$ cat src/sv/adpcm_enc_pkg.sv
`timescale 1ns / 1ps

package adpcm_enc_pkg;

  localparam int SAMPLE_W = 16;
  localparam int STEP_W   = 15;
  localparam int CODE_W   = 3;
  localparam int NIB_W    = 4;
  localparam int BYTE_W   = 8;
  localparam int CFG_W    = 2;
  localparam int SCALE_W  = 16;
  localparam int PROD_W   = SCALE_W + STEP_W;
  localparam int MAG_W    = SAMPLE_W + 1;
  localparam int DELTA_W  = SAMPLE_W + 1;
  localparam int WIDE_W   = SAMPLE_W + 2;
  localparam int PC_W     = 2;

  localparam int SCALE_SHIFT = 14;

  localparam logic [STEP_W-1:0] STEP_MIN = 15'h007F;
  localparam logic [STEP_W-1:0] STEP_MAX = 15'h6000;
  localparam logic signed [SAMPLE_W-1:0] PRED_MAX = 16'sh7FFF;
  localparam logic signed [SAMPLE_W-1:0] PRED_MIN = -16'sh8000;
  localparam logic [CODE_W-1:0] CODE_MAX = 3'd7;

  // micro-op of one step
  typedef enum logic [1:0] {
    OP_WAIT,
    OP_QUANT,
    OP_MUL,
    OP_COMMIT
  } uop_t;

  // when true, the sequencer jumps to the target, else falls through to the next step
  typedef enum logic [1:0] {
    JC_NEVER,
    JC_NO_ACCEPT,
    JC_MORE,
    JC_OUT_BUSY
  } jcond_t;

  typedef struct packed {
    uop_t              op;
    jcond_t            cond;
    logic [PC_W-1:0]   target;
  } uword_t;

  localparam logic [PC_W-1:0] PC_WAIT   = 2'd0;
  localparam logic [PC_W-1:0] PC_QUANT  = 2'd1;
  localparam logic [PC_W-1:0] PC_MUL    = 2'd2;
  localparam logic [PC_W-1:0] PC_COMMIT = 2'd3;

  function automatic uword_t ucode_rom(input logic [PC_W-1:0] pc);
    uword_t w;
    unique case (pc)
      PC_WAIT:   w = '{op: OP_WAIT,   cond: JC_NO_ACCEPT, target: PC_WAIT};
      PC_QUANT:  w = '{op: OP_QUANT,  cond: JC_MORE,      target: PC_QUANT};
      PC_MUL:    w = '{op: OP_MUL,    cond: JC_NEVER,     target: PC_MUL};
      PC_COMMIT: w = '{op: OP_COMMIT, cond: JC_OUT_BUSY,  target: PC_COMMIT};
      default:   w = '{op: OP_WAIT,   cond: JC_NO_ACCEPT, target: PC_WAIT};
    endcase
    return w;
  endfunction

  function automatic logic [SCALE_W-1:0] step_scale(input logic [CODE_W-1:0] code);
    logic [SCALE_W-1:0] s;
    unique case (code) inside
      3'd0, 3'd1, 3'd2, 3'd3: s = 16'h3980;
      3'd4:                   s = 16'h4CC0;
      3'd5:                   s = 16'h6640;
      3'd6:                   s = 16'h8000;
      3'd7:                   s = 16'h9980;
      default:                s = 16'h3980;
    endcase
    return s;
  endfunction

endpackage

$ cat src/sv/adpcm_nibble_encoder.sv
`timescale 1ns / 1ps

// 4-bit ADPCM-B style encoder for one or two interleaved channels. Each accepted
// 16-bit sample is quantized against its channel's prediction and step size; two
// nibbles go out per byte, earlier sample in bits 3:0, and a sample flagged
// end_of_stream flushes its nibble (alone if none waits), resetting all channel state.
// A small microcode sequencer runs each sample: accept, a quantizer loop of one
// compare-subtract per cycle (the magnitude code sets the loop count), a step
// multiply, and a commit step, which holds while it has a byte for a full output
// register. The output register lets the next sample be taken while a byte waits.
// The user must write num_channels through cfg_wr_en / cfg_wr_data only while
// the block is idle; the block itself does not enforce it.
module adpcm_nibble_encoder
  import adpcm_enc_pkg::*;
#(
  parameter int MAX_CHANNELS = 2
) (
  input  logic                       clk,
  input  logic                       rst_n,
  input  logic                       cfg_wr_en,
  input  logic [CFG_W-1:0]           cfg_wr_data,
  input  logic                       in_valid,
  output logic                       in_ready,
  input  logic signed [SAMPLE_W-1:0] in_sample,
  input  logic                       in_end_of_stream,
  output logic                       out_valid,
  input  logic                       out_ready,
  output logic [BYTE_W-1:0]          out_packed_byte,
  output logic                       out_final_byte
);

  localparam int CH_W = (MAX_CHANNELS > 1) ? $clog2(MAX_CHANNELS) : 1;

  // sequencer
  logic [PC_W-1:0] pc_r, pc_nxt;
  uword_t          uw;
  logic            jump;

  // architectural state
  logic signed [SAMPLE_W-1:0] pred_r [MAX_CHANNELS];
  logic [STEP_W-1:0]          step_r [MAX_CHANNELS];
  logic [CH_W-1:0]            ch_idx_r;
  logic                       pending_r;
  logic [NIB_W-1:0]           held_r;
  logic [CFG_W-1:0]           num_ch_r;

  // per-sample datapath
  logic [CH_W-1:0]          ch_r;
  logic                     eos_r;
  logic                     neg_r;
  logic [MAG_W-1:0]         rem_r;
  logic [CODE_W-1:0]        code_r;
  logic [PROD_W-1:0]        prod_r;
  logic signed [SAMPLE_W-1:0] pred_upd_r;

  logic                     out_valid_r;
  logic [BYTE_W-1:0]        out_byte_r;
  logic                     out_final_r;

  logic [CFG_W-1:0]           n_act;
  logic [CH_W-1:0]            ch_sel, ch_next;
  logic signed [SAMPLE_W-1:0] pred_sel, pred_cur;
  logic [STEP_W-1:0]          step_cur;
  logic [STEP_W-1:0]          quarter;
  logic signed [MAG_W-1:0]    diff;
  logic [MAG_W-1:0]           mag;
  logic                       more;
  logic [DELTA_W-1:0]         delta;
  logic signed [WIDE_W-1:0]   pred_wide;
  logic signed [SAMPLE_W-1:0] pred_clamp;
  logic [PROD_W-SCALE_SHIFT-1:0] ns_raw;
  logic [STEP_W-1:0]          ns_clamp;
  logic [NIB_W-1:0]           nib;
  logic                       emit;
  logic                       accept;
  logic                       commit;

  assign uw = ucode_rom(pc_r);

  // 0 acts as mono, 3 as stereo, capped by the build
  always_comb begin
    case (num_ch_r)
      2'd0:    n_act = 2'd1;
      2'd3:    n_act = 2'd2;
      default: n_act = num_ch_r;
    endcase
    if (int'(n_act) > MAX_CHANNELS) n_act = CFG_W'(MAX_CHANNELS);
  end

  assign ch_sel  = (int'(ch_idx_r) < int'(n_act)) ? ch_idx_r : '0;
  assign ch_next = ((int'(ch_r) + 1) >= int'(n_act)) ? '0 : CH_W'(int'(ch_r) + 1);

  always_comb begin
    pred_sel = '0;
    pred_cur = '0;
    step_cur = STEP_MIN;
    for (int c = 0; c < MAX_CHANNELS; c++) begin
      if (CH_W'(c) == ch_sel) pred_sel = pred_r[c];
      if (CH_W'(c) == ch_r) begin
        pred_cur = pred_r[c];
        step_cur = step_r[c];
      end
    end
  end

  assign diff    = MAG_W'(in_sample) - MAG_W'(pred_sel);
  assign mag     = diff[MAG_W-1] ? MAG_W'(-diff) : MAG_W'(diff);
  assign quarter = step_cur >> 2;
  assign more    = (rem_r >= MAG_W'(quarter)) && (code_r != CODE_MAX);

  // rebuild the prediction the way a decoder would
  always_comb begin
    delta = DELTA_W'(step_cur >> 3);
    if (code_r[0]) delta = delta + DELTA_W'(step_cur >> 2);
    if (code_r[1]) delta = delta + DELTA_W'(step_cur >> 1);
    if (code_r[2]) delta = delta + DELTA_W'(step_cur);
    pred_wide = neg_r ? (WIDE_W'(pred_cur) - WIDE_W'(delta))
                      : (WIDE_W'(pred_cur) + WIDE_W'(delta));
    if (pred_wide > WIDE_W'(PRED_MAX))      pred_clamp = PRED_MAX;
    else if (pred_wide < WIDE_W'(PRED_MIN)) pred_clamp = PRED_MIN;
    else                                    pred_clamp = pred_wide[SAMPLE_W-1:0];
  end

  assign ns_raw = prod_r[PROD_W-1:SCALE_SHIFT];
  always_comb begin
    if (ns_raw < (PROD_W-SCALE_SHIFT)'(STEP_MIN))      ns_clamp = STEP_MIN;
    else if (ns_raw > (PROD_W-SCALE_SHIFT)'(STEP_MAX)) ns_clamp = STEP_MAX;
    else                                               ns_clamp = ns_raw[STEP_W-1:0];
  end

  assign nib    = {neg_r, code_r};
  assign emit   = pending_r || eos_r;
  assign in_ready = (uw.op == OP_WAIT);
  assign accept = in_valid && in_ready;

  always_comb begin
    case (uw.cond)
      JC_NEVER:     jump = 1'b0;
      JC_NO_ACCEPT: jump = !accept;
      JC_MORE:      jump = more;
      JC_OUT_BUSY:  jump = emit && out_valid_r && !out_ready;
      default:      jump = 1'b0;
    endcase
    pc_nxt = jump ? uw.target : PC_W'(pc_r + 1'b1);
  end

  assign commit = (uw.op == OP_COMMIT) && !jump;

  always_ff @(posedge clk) begin
    if (!rst_n) begin
      pc_r        <= PC_WAIT;
      num_ch_r    <= CFG_W'(1);
      ch_idx_r    <= '0;
      pending_r   <= 1'b0;
      held_r      <= '0;
      out_valid_r <= 1'b0;
      for (int c = 0; c < MAX_CHANNELS; c++) begin
        pred_r[c] <= '0;
        step_r[c] <= STEP_MIN;
      end
    end else begin
      pc_r <= pc_nxt;
      if (cfg_wr_en) num_ch_r <= cfg_wr_data;

      // a new byte may land in the same cycle the old one is taken
      if (commit && emit) begin
        out_valid_r <= 1'b1;
      end else if (out_valid_r && out_ready) begin
        out_valid_r <= 1'b0;
      end

      if (commit) begin
        if (emit) begin
          out_final_r <= eos_r;
          out_byte_r  <= pending_r ? {nib, held_r} : {{(BYTE_W-NIB_W){1'b0}}, nib};
        end
        if (eos_r) begin
          ch_idx_r  <= '0;
          pending_r <= 1'b0;
          held_r    <= '0;
          for (int c = 0; c < MAX_CHANNELS; c++) begin
            pred_r[c] <= '0;
            step_r[c] <= STEP_MIN;
          end
        end else begin
          ch_idx_r  <= ch_next;
          pending_r <= !pending_r;
          held_r    <= pending_r ? '0 : nib;
          for (int c = 0; c < MAX_CHANNELS; c++) begin
            if (CH_W'(c) == ch_r) begin
              pred_r[c] <= pred_upd_r;
              step_r[c] <= ns_clamp;
            end
          end
        end
      end
    end
  end

  // datapath registers, no reset
  always_ff @(posedge clk) begin
    unique case (uw.op)
      OP_WAIT: begin
        if (accept) begin
          ch_r   <= ch_sel;
          eos_r  <= in_end_of_stream;
          neg_r  <= diff[MAG_W-1];
          rem_r  <= mag;
          code_r <= '0;
        end
      end
      OP_QUANT: begin
        if (more) begin
          rem_r  <= rem_r - MAG_W'(quarter);
          code_r <= code_r + 1'b1;
        end
      end
      OP_MUL: begin
        prod_r     <= PROD_W'(step_scale(code_r)) * PROD_W'(step_cur);
        pred_upd_r <= pred_clamp;
      end
      OP_COMMIT: begin
      end
      default: begin
      end
    endcase
  end

  assign out_valid       = out_valid_r;
  assign out_packed_byte = out_byte_r;
  assign out_final_byte  = out_final_r;

  a_step_in_range: assert property (@(posedge clk) disable iff (!rst_n)
    (step_r[0] >= STEP_MIN) && (step_r[0] <= STEP_MAX))
    else $error("step size of channel 0 left its clamp range");

  a_quant_bounded: assert property (@(posedge clk) disable iff (!rst_n)
    (uw.op == OP_QUANT) && (code_r == CODE_MAX) |=> (pc_r == PC_MUL))
    else $error("quantizer loop ran past the top code");

  a_eos_clears: assert property (@(posedge clk) disable iff (!rst_n)
    commit && eos_r |=> !pending_r && (ch_idx_r == '0))
    else $error("end of stream did not clear packing state");

  a_no_overwrite: assert property (@(posedge clk) disable iff (!rst_n)
    commit && emit |-> !out_valid_r || out_ready)
    else $error("result written over a byte not yet taken");

endmodule
$ cat config.mk
export PLATFORM = sky130hd
export DESIGN_NAME = adpcm_nibble_encoder
export DESIGN_NICKNAME = d
export VERILOG_FILES = /design/src/sv/adpcm_enc_pkg.sv /design/src/sv/adpcm_nibble_encoder.sv
export SDC_FILE = /design/constraint.sdc
export NUM_CORES = 1
export LEC_CHECK = 0
export BUFFER_PORTS_ARGS = -buffer_cell sky130_fd_sc_hd__buf_4
export CAP_MARGIN = 20
export CORE_MARGIN = 10
export CORE_UTILIZATION = 58
export DETAILED_ROUTE_END_ITERATION = 10
export GPL_TIMING_DRIVEN = 1
export HOLD_SLACK_MARGIN = 0.05
export PLACE_DENSITY = 0.76
export SLEW_MARGIN = 10
export SYNTH_ARGS = -nofsm -noshare
export SYNTH_HDL_FRONTEND = slang
export SYNTH_SLANG_ARGS = --single-unit
$ cat constraint.sdc
create_clock -name clk -period 10.9 [get_ports clk]
set_input_delay 0 -clock clk [delete_from_list [all_inputs] [get_ports clk]]
set_output_delay 0 -clock clk [all_outputs]
set_load 0.02 [all_outputs]
==> impl_metrics.py, run 1 <==
metrics = {
    "outcome": {
        "outcome": "completed",
    },
    "sta": {
        "clock.fmax_mhz": 99.0,
        "rsz0062_at_grt": "false",
        "setup_tns_ns": 0,
        "setup_violations": 0,
        "drv_slew": 0,
        "finalHoldViolCount": 0,
        "worstMarginPinSlew_ns": 1.08,
        "slew_headroom_pct": 28.3,
        "period_needed_ns": 10.10,
        "fin_crit_sh_pct": 92.6,
        "skew_ns": 0.0103,
    },
    "hold_path": {
        "holdCritPathClass": "in -> reg",
        "min-delay-start": "in_valid",
    },
    "clocking": {
        "cts_buffer_depth": 2,
        "htreeDepth": 4,
        "root_buffer": "clkbuf_16",
        "clk_pin_slew_ns": 0.06,
        "cts_buffers": 17,
        "cts.sinks": 138,
        "cts_tree": "built",
        "clk_latency_ns": 0.43,
    },
    "logic_synthesis": {
        "avgSynthCellArea_um2": 9.51,
        "syn_nets": 1982,
        "synth_area_um2": 15800,
        "yosysTopAreaCell": "edfxtp_1",
        "syn_inst": 1664,
        "ys_seq_elements": 138,
        "ys_top_cells_by_area": "edfxtp_1, ha_1, fa_1, inv_1, nor2_1",
        "synth_edf_count": 127,
        "yosysWarnings": 0,
        "ys_seq_area_share_pct": 25.5,
        "synth_top_area_share_pct": 24.1,
        "synth_ff_type": "edfxtp_1",
        "synth_async_sr_flop_share_pct": 0,
        "yosysUniqueCellTypes": 87,
    },
    "worst_setup_path": {
        "startpoint": "ch_r$_DFFE_PP_",
        "crit_path_top_delay_cell": "o31ai_4",
        "cp_num_buf_inv": 2,
        "path_common_cell": "a21oi_1",
        "critPathArrivalTime_ns": 10.23,
        "regToRegStartpoint": "ch_r$_DFFE_PP_",
        "cp_data_required_time_ns": 11.03,
        "worstSetupStartpointType": "flip-flop",
        "cp_slowest_stage_delay_ns": 0.68,
        "criticalPathCategory": "reg -> reg",
        "cp-end-kind": "flip-flop",
        "crit_family": "compound AO/OA/AOI/OAI gates",
        "crit_fanout": 15,
    },
    "placement": {
        "port_buffers": 34,
        "gp_congestion": 0.986,
        "hpwl_mm": 32.2,
    },
    "detailed_routing": {
        "firstDrtPassIters": 8,
        "vias": 12800,
        "avgViaCountPerCell": 6.18,
        "drt_iter0_drc": 1034,
        "ant_nets": 0,
        "drc": 0,
        "drt_wl_total_mm": 40.8,
        "wl_per_cell_um": 19.8,
    },
    "die": {
        "fp-row-count": 60,
        "die_h_um": 185,
        "core_area_um2": 26900,
        "floorplan.initialDensity_pct": 58.9,
        "pin_count": 35,
        "dieArea_um2": 34300,
        "chipWidth_um": 185,
    },
    "cells_and_area": {
        "drive_above_1_share_pct": 10.0,
        "area_delta_synth_final_pct": 8.49,
        "multi_input_area_um2": 10900,
        "final_common_cell": "ha_1",
        "final_nets": 2031,
        "n_fill_cell": 2183,
        "layout_common_cells": "ha_1, inv_1, nor2_1",
        "n_antenna_cell": 0,
        "regArea_um2": 4030,
    },
    "global_route": {
        "grt_antenna_before_repair": 0,
        "grt_pass1_wl_mm": 65.4,
        "grt.overflow.total": 0,
        "grt_usage_pct": 24.3,
        "grt_max_degree": 37,
        "grt_pass1_vias": 12600,
    },
    "run": {
        "drv_cap": 0,
    },
}
final timing paths:
check / end / slack [ns] / cells after the start
hold / removal: eos_r$_DFFE_PP_ / 0.09 / 3
setup / recovery: pred_upd_r[4]$_SDFFCE_PN1N_ / 0.80 / 34
setup reg to reg: pred_upd_r[4]$_SDFFCE_PN1N_ / 0.80 / 34
hold reg to reg: held_r[3]$_SDFFE_PN0P_ / 0.49 / 2
final cells by class:
cell class                      instances  share of cell area, %
Multi-Input combinational cell       1307                   63.4
Tap cell                              341                   2.48
Sequential cell                       138                   23.5
Timing Repair Buffer                   77                   3.51
Clock inverter                         13                  0.838
Inverter                              172                   3.76
Clock buffer                           18                   2.50
worst min-delay path, delay by kind of cell:
kind	cells	cell delay [ns]
simple gates	1	0.07
buf+inv	2	0.28
through the flow:
stage          util (%)  std cells  worst slack, ns  instance area [µm²]  hold WS [ns]
5_1_grt            63.9       2066           0.0312                17200         0.106
3_3_place_gp       61.2       2018            0.910                16400         0.181
3_5_place_dp       61.2       2018            0.521                16400         0.180
4_1_cts            63.7       2059            0.446                17100        0.0744
6_report           63.9       2066            0.801                17200        0.0942
2_1_floorplan         -       1664             1.71                15800        0.0989
synthesized netlist by cell type, drive strengths merged, types with 27 or more instances:
library cell / count
a21o: 27
a21oi: 89
and2: 32
clkbuf: 36
edfxtp: 127
fa: 102
ha: 192
inv: 169
mux2: 29
mux2i: 47
nand2: 112
nand3: 36
nor2: 153
nor3: 35
o21ai: 93
xnor2: 60
xor2: 35
cells by family (layout without fill, tap and decap cells):
kind of cell    count (synthesis)  count (layout)  synth area share, %
simple gates                  493             493                 15.5
compound gates                349             349                 14.6
fa+ha+maj                     294             294                 28.1
buf+inv                       219             280                 5.87
flops                         138             138                 25.5
xor+xnor                       95              95                 5.26
mux                            76              76                 5.23
flip-flops by register name (all words and copies together) (netlist names), 2 cells and up:
signal           count
pred_r              32
held_r               4
prod_r              17
rem_r               17
num_ch_r             2
step_r              30
pred_upd_r          16
pc_r                 2
out_packed_byte      8
code_r               3
layer usage:
metal | up-vias | wire (µm) | global-route usage (%)
met1 | 6195 | 16800 | 30.1
li1 | 6044 | - | -
met4 | 0 | 1580 | 9.88
met3 | 107 | 2550 | 4.45
met2 | 424 | 19800 | 40.8
met5 | - | 0 | 0
timing repair:
action / in CTS / in global routing
setup endpoints to repair: 0 / 15
hold buffers: 10 / 0
buffers inserted: 0 / 7
resized for setup: 0 / 1
hold endpoints to repair: 12 / 0
Power of run 1 is not shown: default switching activity piles up to over one toggle a cycle in this logic, so the estimate is an artifact.
==> run 2: changes to the inputs <==
--- a/config.mk
+++ b/config.mk
@@ -5,12 +5,13 @@
 export SDC_FILE = /design/constraint.sdc
 export NUM_CORES = 1
 export LEC_CHECK = 0
+export ABC_AREA = 1
 export BUFFER_PORTS_ARGS = -buffer_cell sky130_fd_sc_hd__buf_4
 export CAP_MARGIN = 20
 export CORE_MARGIN = 10
 export CORE_UTILIZATION = 58
 export DETAILED_ROUTE_END_ITERATION = 10
-export GPL_TIMING_DRIVEN = 1
+export GPL_TIMING_DRIVEN = 0
 export HOLD_SLACK_MARGIN = 0.05
 export PLACE_DENSITY = 0.76
 export SLEW_MARGIN = 10
==> constraint.sdc (replaced) <==
create_clock -name clk -period 11.8 [get_ports clk]
set_input_delay 0 -clock clk [delete_from_list [all_inputs] [get_ports clk]]
set_output_delay 0 -clock clk [all_outputs]
set_load 0.02 [all_outputs]
==> impl_metrics.py, run 2 <==
metrics = {
    "sta": {
        "rsz0062_at_grt": "false",
        "setup_ws_ns": 1.99,
        "clock.fmax_mhz": 102,
        "setup_tns_ns": 0,
        "period_needed_ns": 9.81,
        "fin_crit_sh_pct": 83.1,
        "slew_headroom_pct": 28.8,
        "drv_slew": 0,
        "skew_ns": 0.0147,
        "setup_violations": 0,
        "finalHoldViolCount": 0,
        "worstMarginPinSlew_ns": 1.06,
    },
    "cells_and_area": {
        "drive_above_1_share_pct": 7.92,
        "multi_input_area_um2": 10900,
        "final_util_pct": 64.4,
        "area_delta_synth_final_pct": 9.22,
        "stdcell_count": 2575,
        "final_common_cell": "nand2_1",
        "largest-register": "pred_r",
        "regArea_um2": 4030,
        "final_nets": 2502,
        "n_fill_cell": 2489,
        "top_regs": "pred_r: 32 flops, step_r: 30 flops",
        "n_antenna_cell": 0,
        "layout_common_cells": "nand2_1, inv_1, ha_1",
        "largest_register_ffs": 32,
    },
    "global_route": {
        "grt_pass1_wl_mm": 72.9,
        "grt_max_degree": 34,
        "grt_pass1_vias": 14100,
        "grt_usage_pct": 25.4,
        "grt_antenna_before_repair": 0,
        "grt.overflow.total": 0,
    },
    "logic_synthesis": {
        "avgSynthCellArea_um2": 7.77,
        "synth_ff_type": "edfxtp_1",
        "synth_edf_count": 127,
        "synth_async_sr_flop_share_pct": 0,
        "ys_seq_elements": 138,
        "synth_top_area_share_pct": 23.2,
        "syn_inst": 2120,
        "ys_seq_area_share_pct": 24.5,
        "synth_area_um2": 16500,
        "yosys.cell_count.top_type": "nand2_1",
        "yosysUniqueCellTypes": 61,
        "yosysTopAreaCell": "edfxtp_1",
        "yosysWarnings": 0,
        "synthTopCellsByCount": "nand2_1, inv_1, ha_1, nor2_1, nand3_1",
        "syn_nets": 2438,
        "ys_top_cells_by_area": "edfxtp_1, ha_1, fa_1, nand2_1, inv_1",
    },
    "detailed_routing": {
        "firstDrtPassIters": 5,
        "wl_per_cell_um": 17.7,
        "drc": 0,
        "avgViaCountPerCell": 5.61,
        "drt_iter0_drc": 1394,
        "vias": 14500,
        "drt_wl_total_mm": 45.5,
        "ant_nets": 0,
    },
    "worst_setup_path": {
        "criticalPathCategory": "reg -> reg",
        "cp_data_required_time_ns": 11.98,
        "path_common_cell": "nand2_1",
        "cp_num_buf_inv": 8,
        "critPathArrivalTime_ns": 9.99,
        "cp_slowest_stage_delay_ns": 0.83,
        "crit_family": "simple AND/OR/NAND/NOR gates",
        "crit_fanout": 10,
        "crit_path_top_delay_cell": "o21ai_1",
        "worstSetupStartpointType": "flip-flop",
        "cp-end-kind": "flip-flop",
    },
    "clocking": {
        "root_buffer": "clkbuf_16",
        "cts_buffer_depth": 2,
        "htreeDepth": 4,
        "cts_buffers": 17,
        "cts.sinks": 138,
        "cts_setup_buffers": 0,
        "cts_tree": "built",
        "clk_pin_slew_ns": 0.07,
        "clk_latency_ns": 0.43,
    },
    "die": {
        "chipWidth_um": 189,
        "floorplan.initialDensity_pct": 59.0,
        "pin_count": 35,
        "die_h_um": 189,
        "dieArea_um2": 35500,
        "core_area_um2": 27900,
        "fp-row-count": 61,
    },
    "outcome": {
        "outcome": "completed",
    },
    "placement": {
        "gp_congestion": 0.951,
        "post-place-ws_ns": 2.31,
        "port_buffers": 34,
        "post-place-cells": 2536,
        "hpwl_mm": 36.9,
    },
    "hold_path": {
        "holdCritPathClass": "in -> reg",
    },
    "run": {
        "drv_cap": 0,
    },
}
==> run 2: changes by cell type after synthesis, moves of 23 or more <==
cell,previous run,this run
nand2_1,112,464
inv_1,169,347
nand3_1,36,140
xnor2_1,60,16
mux2i_1,41,1
a21oi_1,89,121
nand2_2,0,29
mux2_2,27,0
nor2_1,153,179
o21ai_0,81,104
==> run 2: logic make-up after synthesis <==
| group | Yosys count | share of synthesized area [%] |
|---|---|---|
| muxes | 1 | 0.0608 |
| buffers and inverters | 393 | 9.39 |
| DFF | 138 | 24.5 |
| adders and majority gates | 294 | 27.0 |
| xor gates and xnor gates | 73 | 3.88 |
| AOI/OAI and AO/OA | 289 | 10.0 |
| and+or+nand+nor | 932 | 25.2 |
==> run 2: final cells by class <==
cell class / count / area share (%)
flip-flops and latches: 138 / 22.4
clock buffers: 17 / 2.37
well taps: 378 / 2.63
plain buffers: 37 / 1.14
clock inverters: 15 / 0.974
multi-input cells: 1589 / 60.7
inverters: 356 / 7.46
repair buffers: 45 / 2.31
==> run 2: worst paths after layout <==
| check | from | slack (ns) | cells past startpoint | end |
|---|---|---|---|---|
| hold / removal | in_valid | 0.10 | 3 | eos_r$_DFFE_PP_ |
| hold reg to reg | held_r[0]$_SDFFE_PN0P_ | 0.46 | 2 | held_r[0]$_SDFFE_PN0P_ |
| setup reg to reg | ch_r$_DFFE_PP_ | 1.99 | 48 | pred_upd_r[12]$_SDFFCE_PN1N_ |
| setup / recovery | ch_r$_DFFE_PP_ | 1.99 | 48 | pred_upd_r[12]$_SDFFCE_PN1N_ |
==> run 2: repair_timing <==
item                                   in CTS  in global routing
hold buffers                                7                  0
endpoints found under the hold margin       9                  0
resized for setup                           0                  0
==> run 2: metal layers <==
metal | global-route usage [%] | share of wire (%) | vias to the layer above
met5 | 0 | 0 | -
met4 | 6.17 | 2.0 | 0
met3 | 3.55 | 8.3 | 65
met2 | 40.0 | 45 | 557
met1 | 36.1 | 45 | 6791
li1 | - | - | 7041
==> run 2: worst register-to-register path, delay by kind of cell, from the launching register on <==
family | cells | cell delay [ns]
buf+inv | 8 | 1.27
xor+xnor | 2 | 0.59
fa+ha+maj | 5 | 1.80
flops | 1 | 0.50
simple gates | 29 | 3.94
compound gates | 4 | 1.48
==> run 2: stage by stage <==
step / cell area (µm²) / hold slack (ns)
6_report: 18000 / 0.102
5_1_grt: 18000 / 0.116
4_1_cts: 18000 / 0.0948
3_5_place_dp: 17300 / 0.201
3_3_place_gp: 17200 / 0.204
2_1_floorplan: 16500 / 0.0989
Power of run 2 is left out for the same reason.
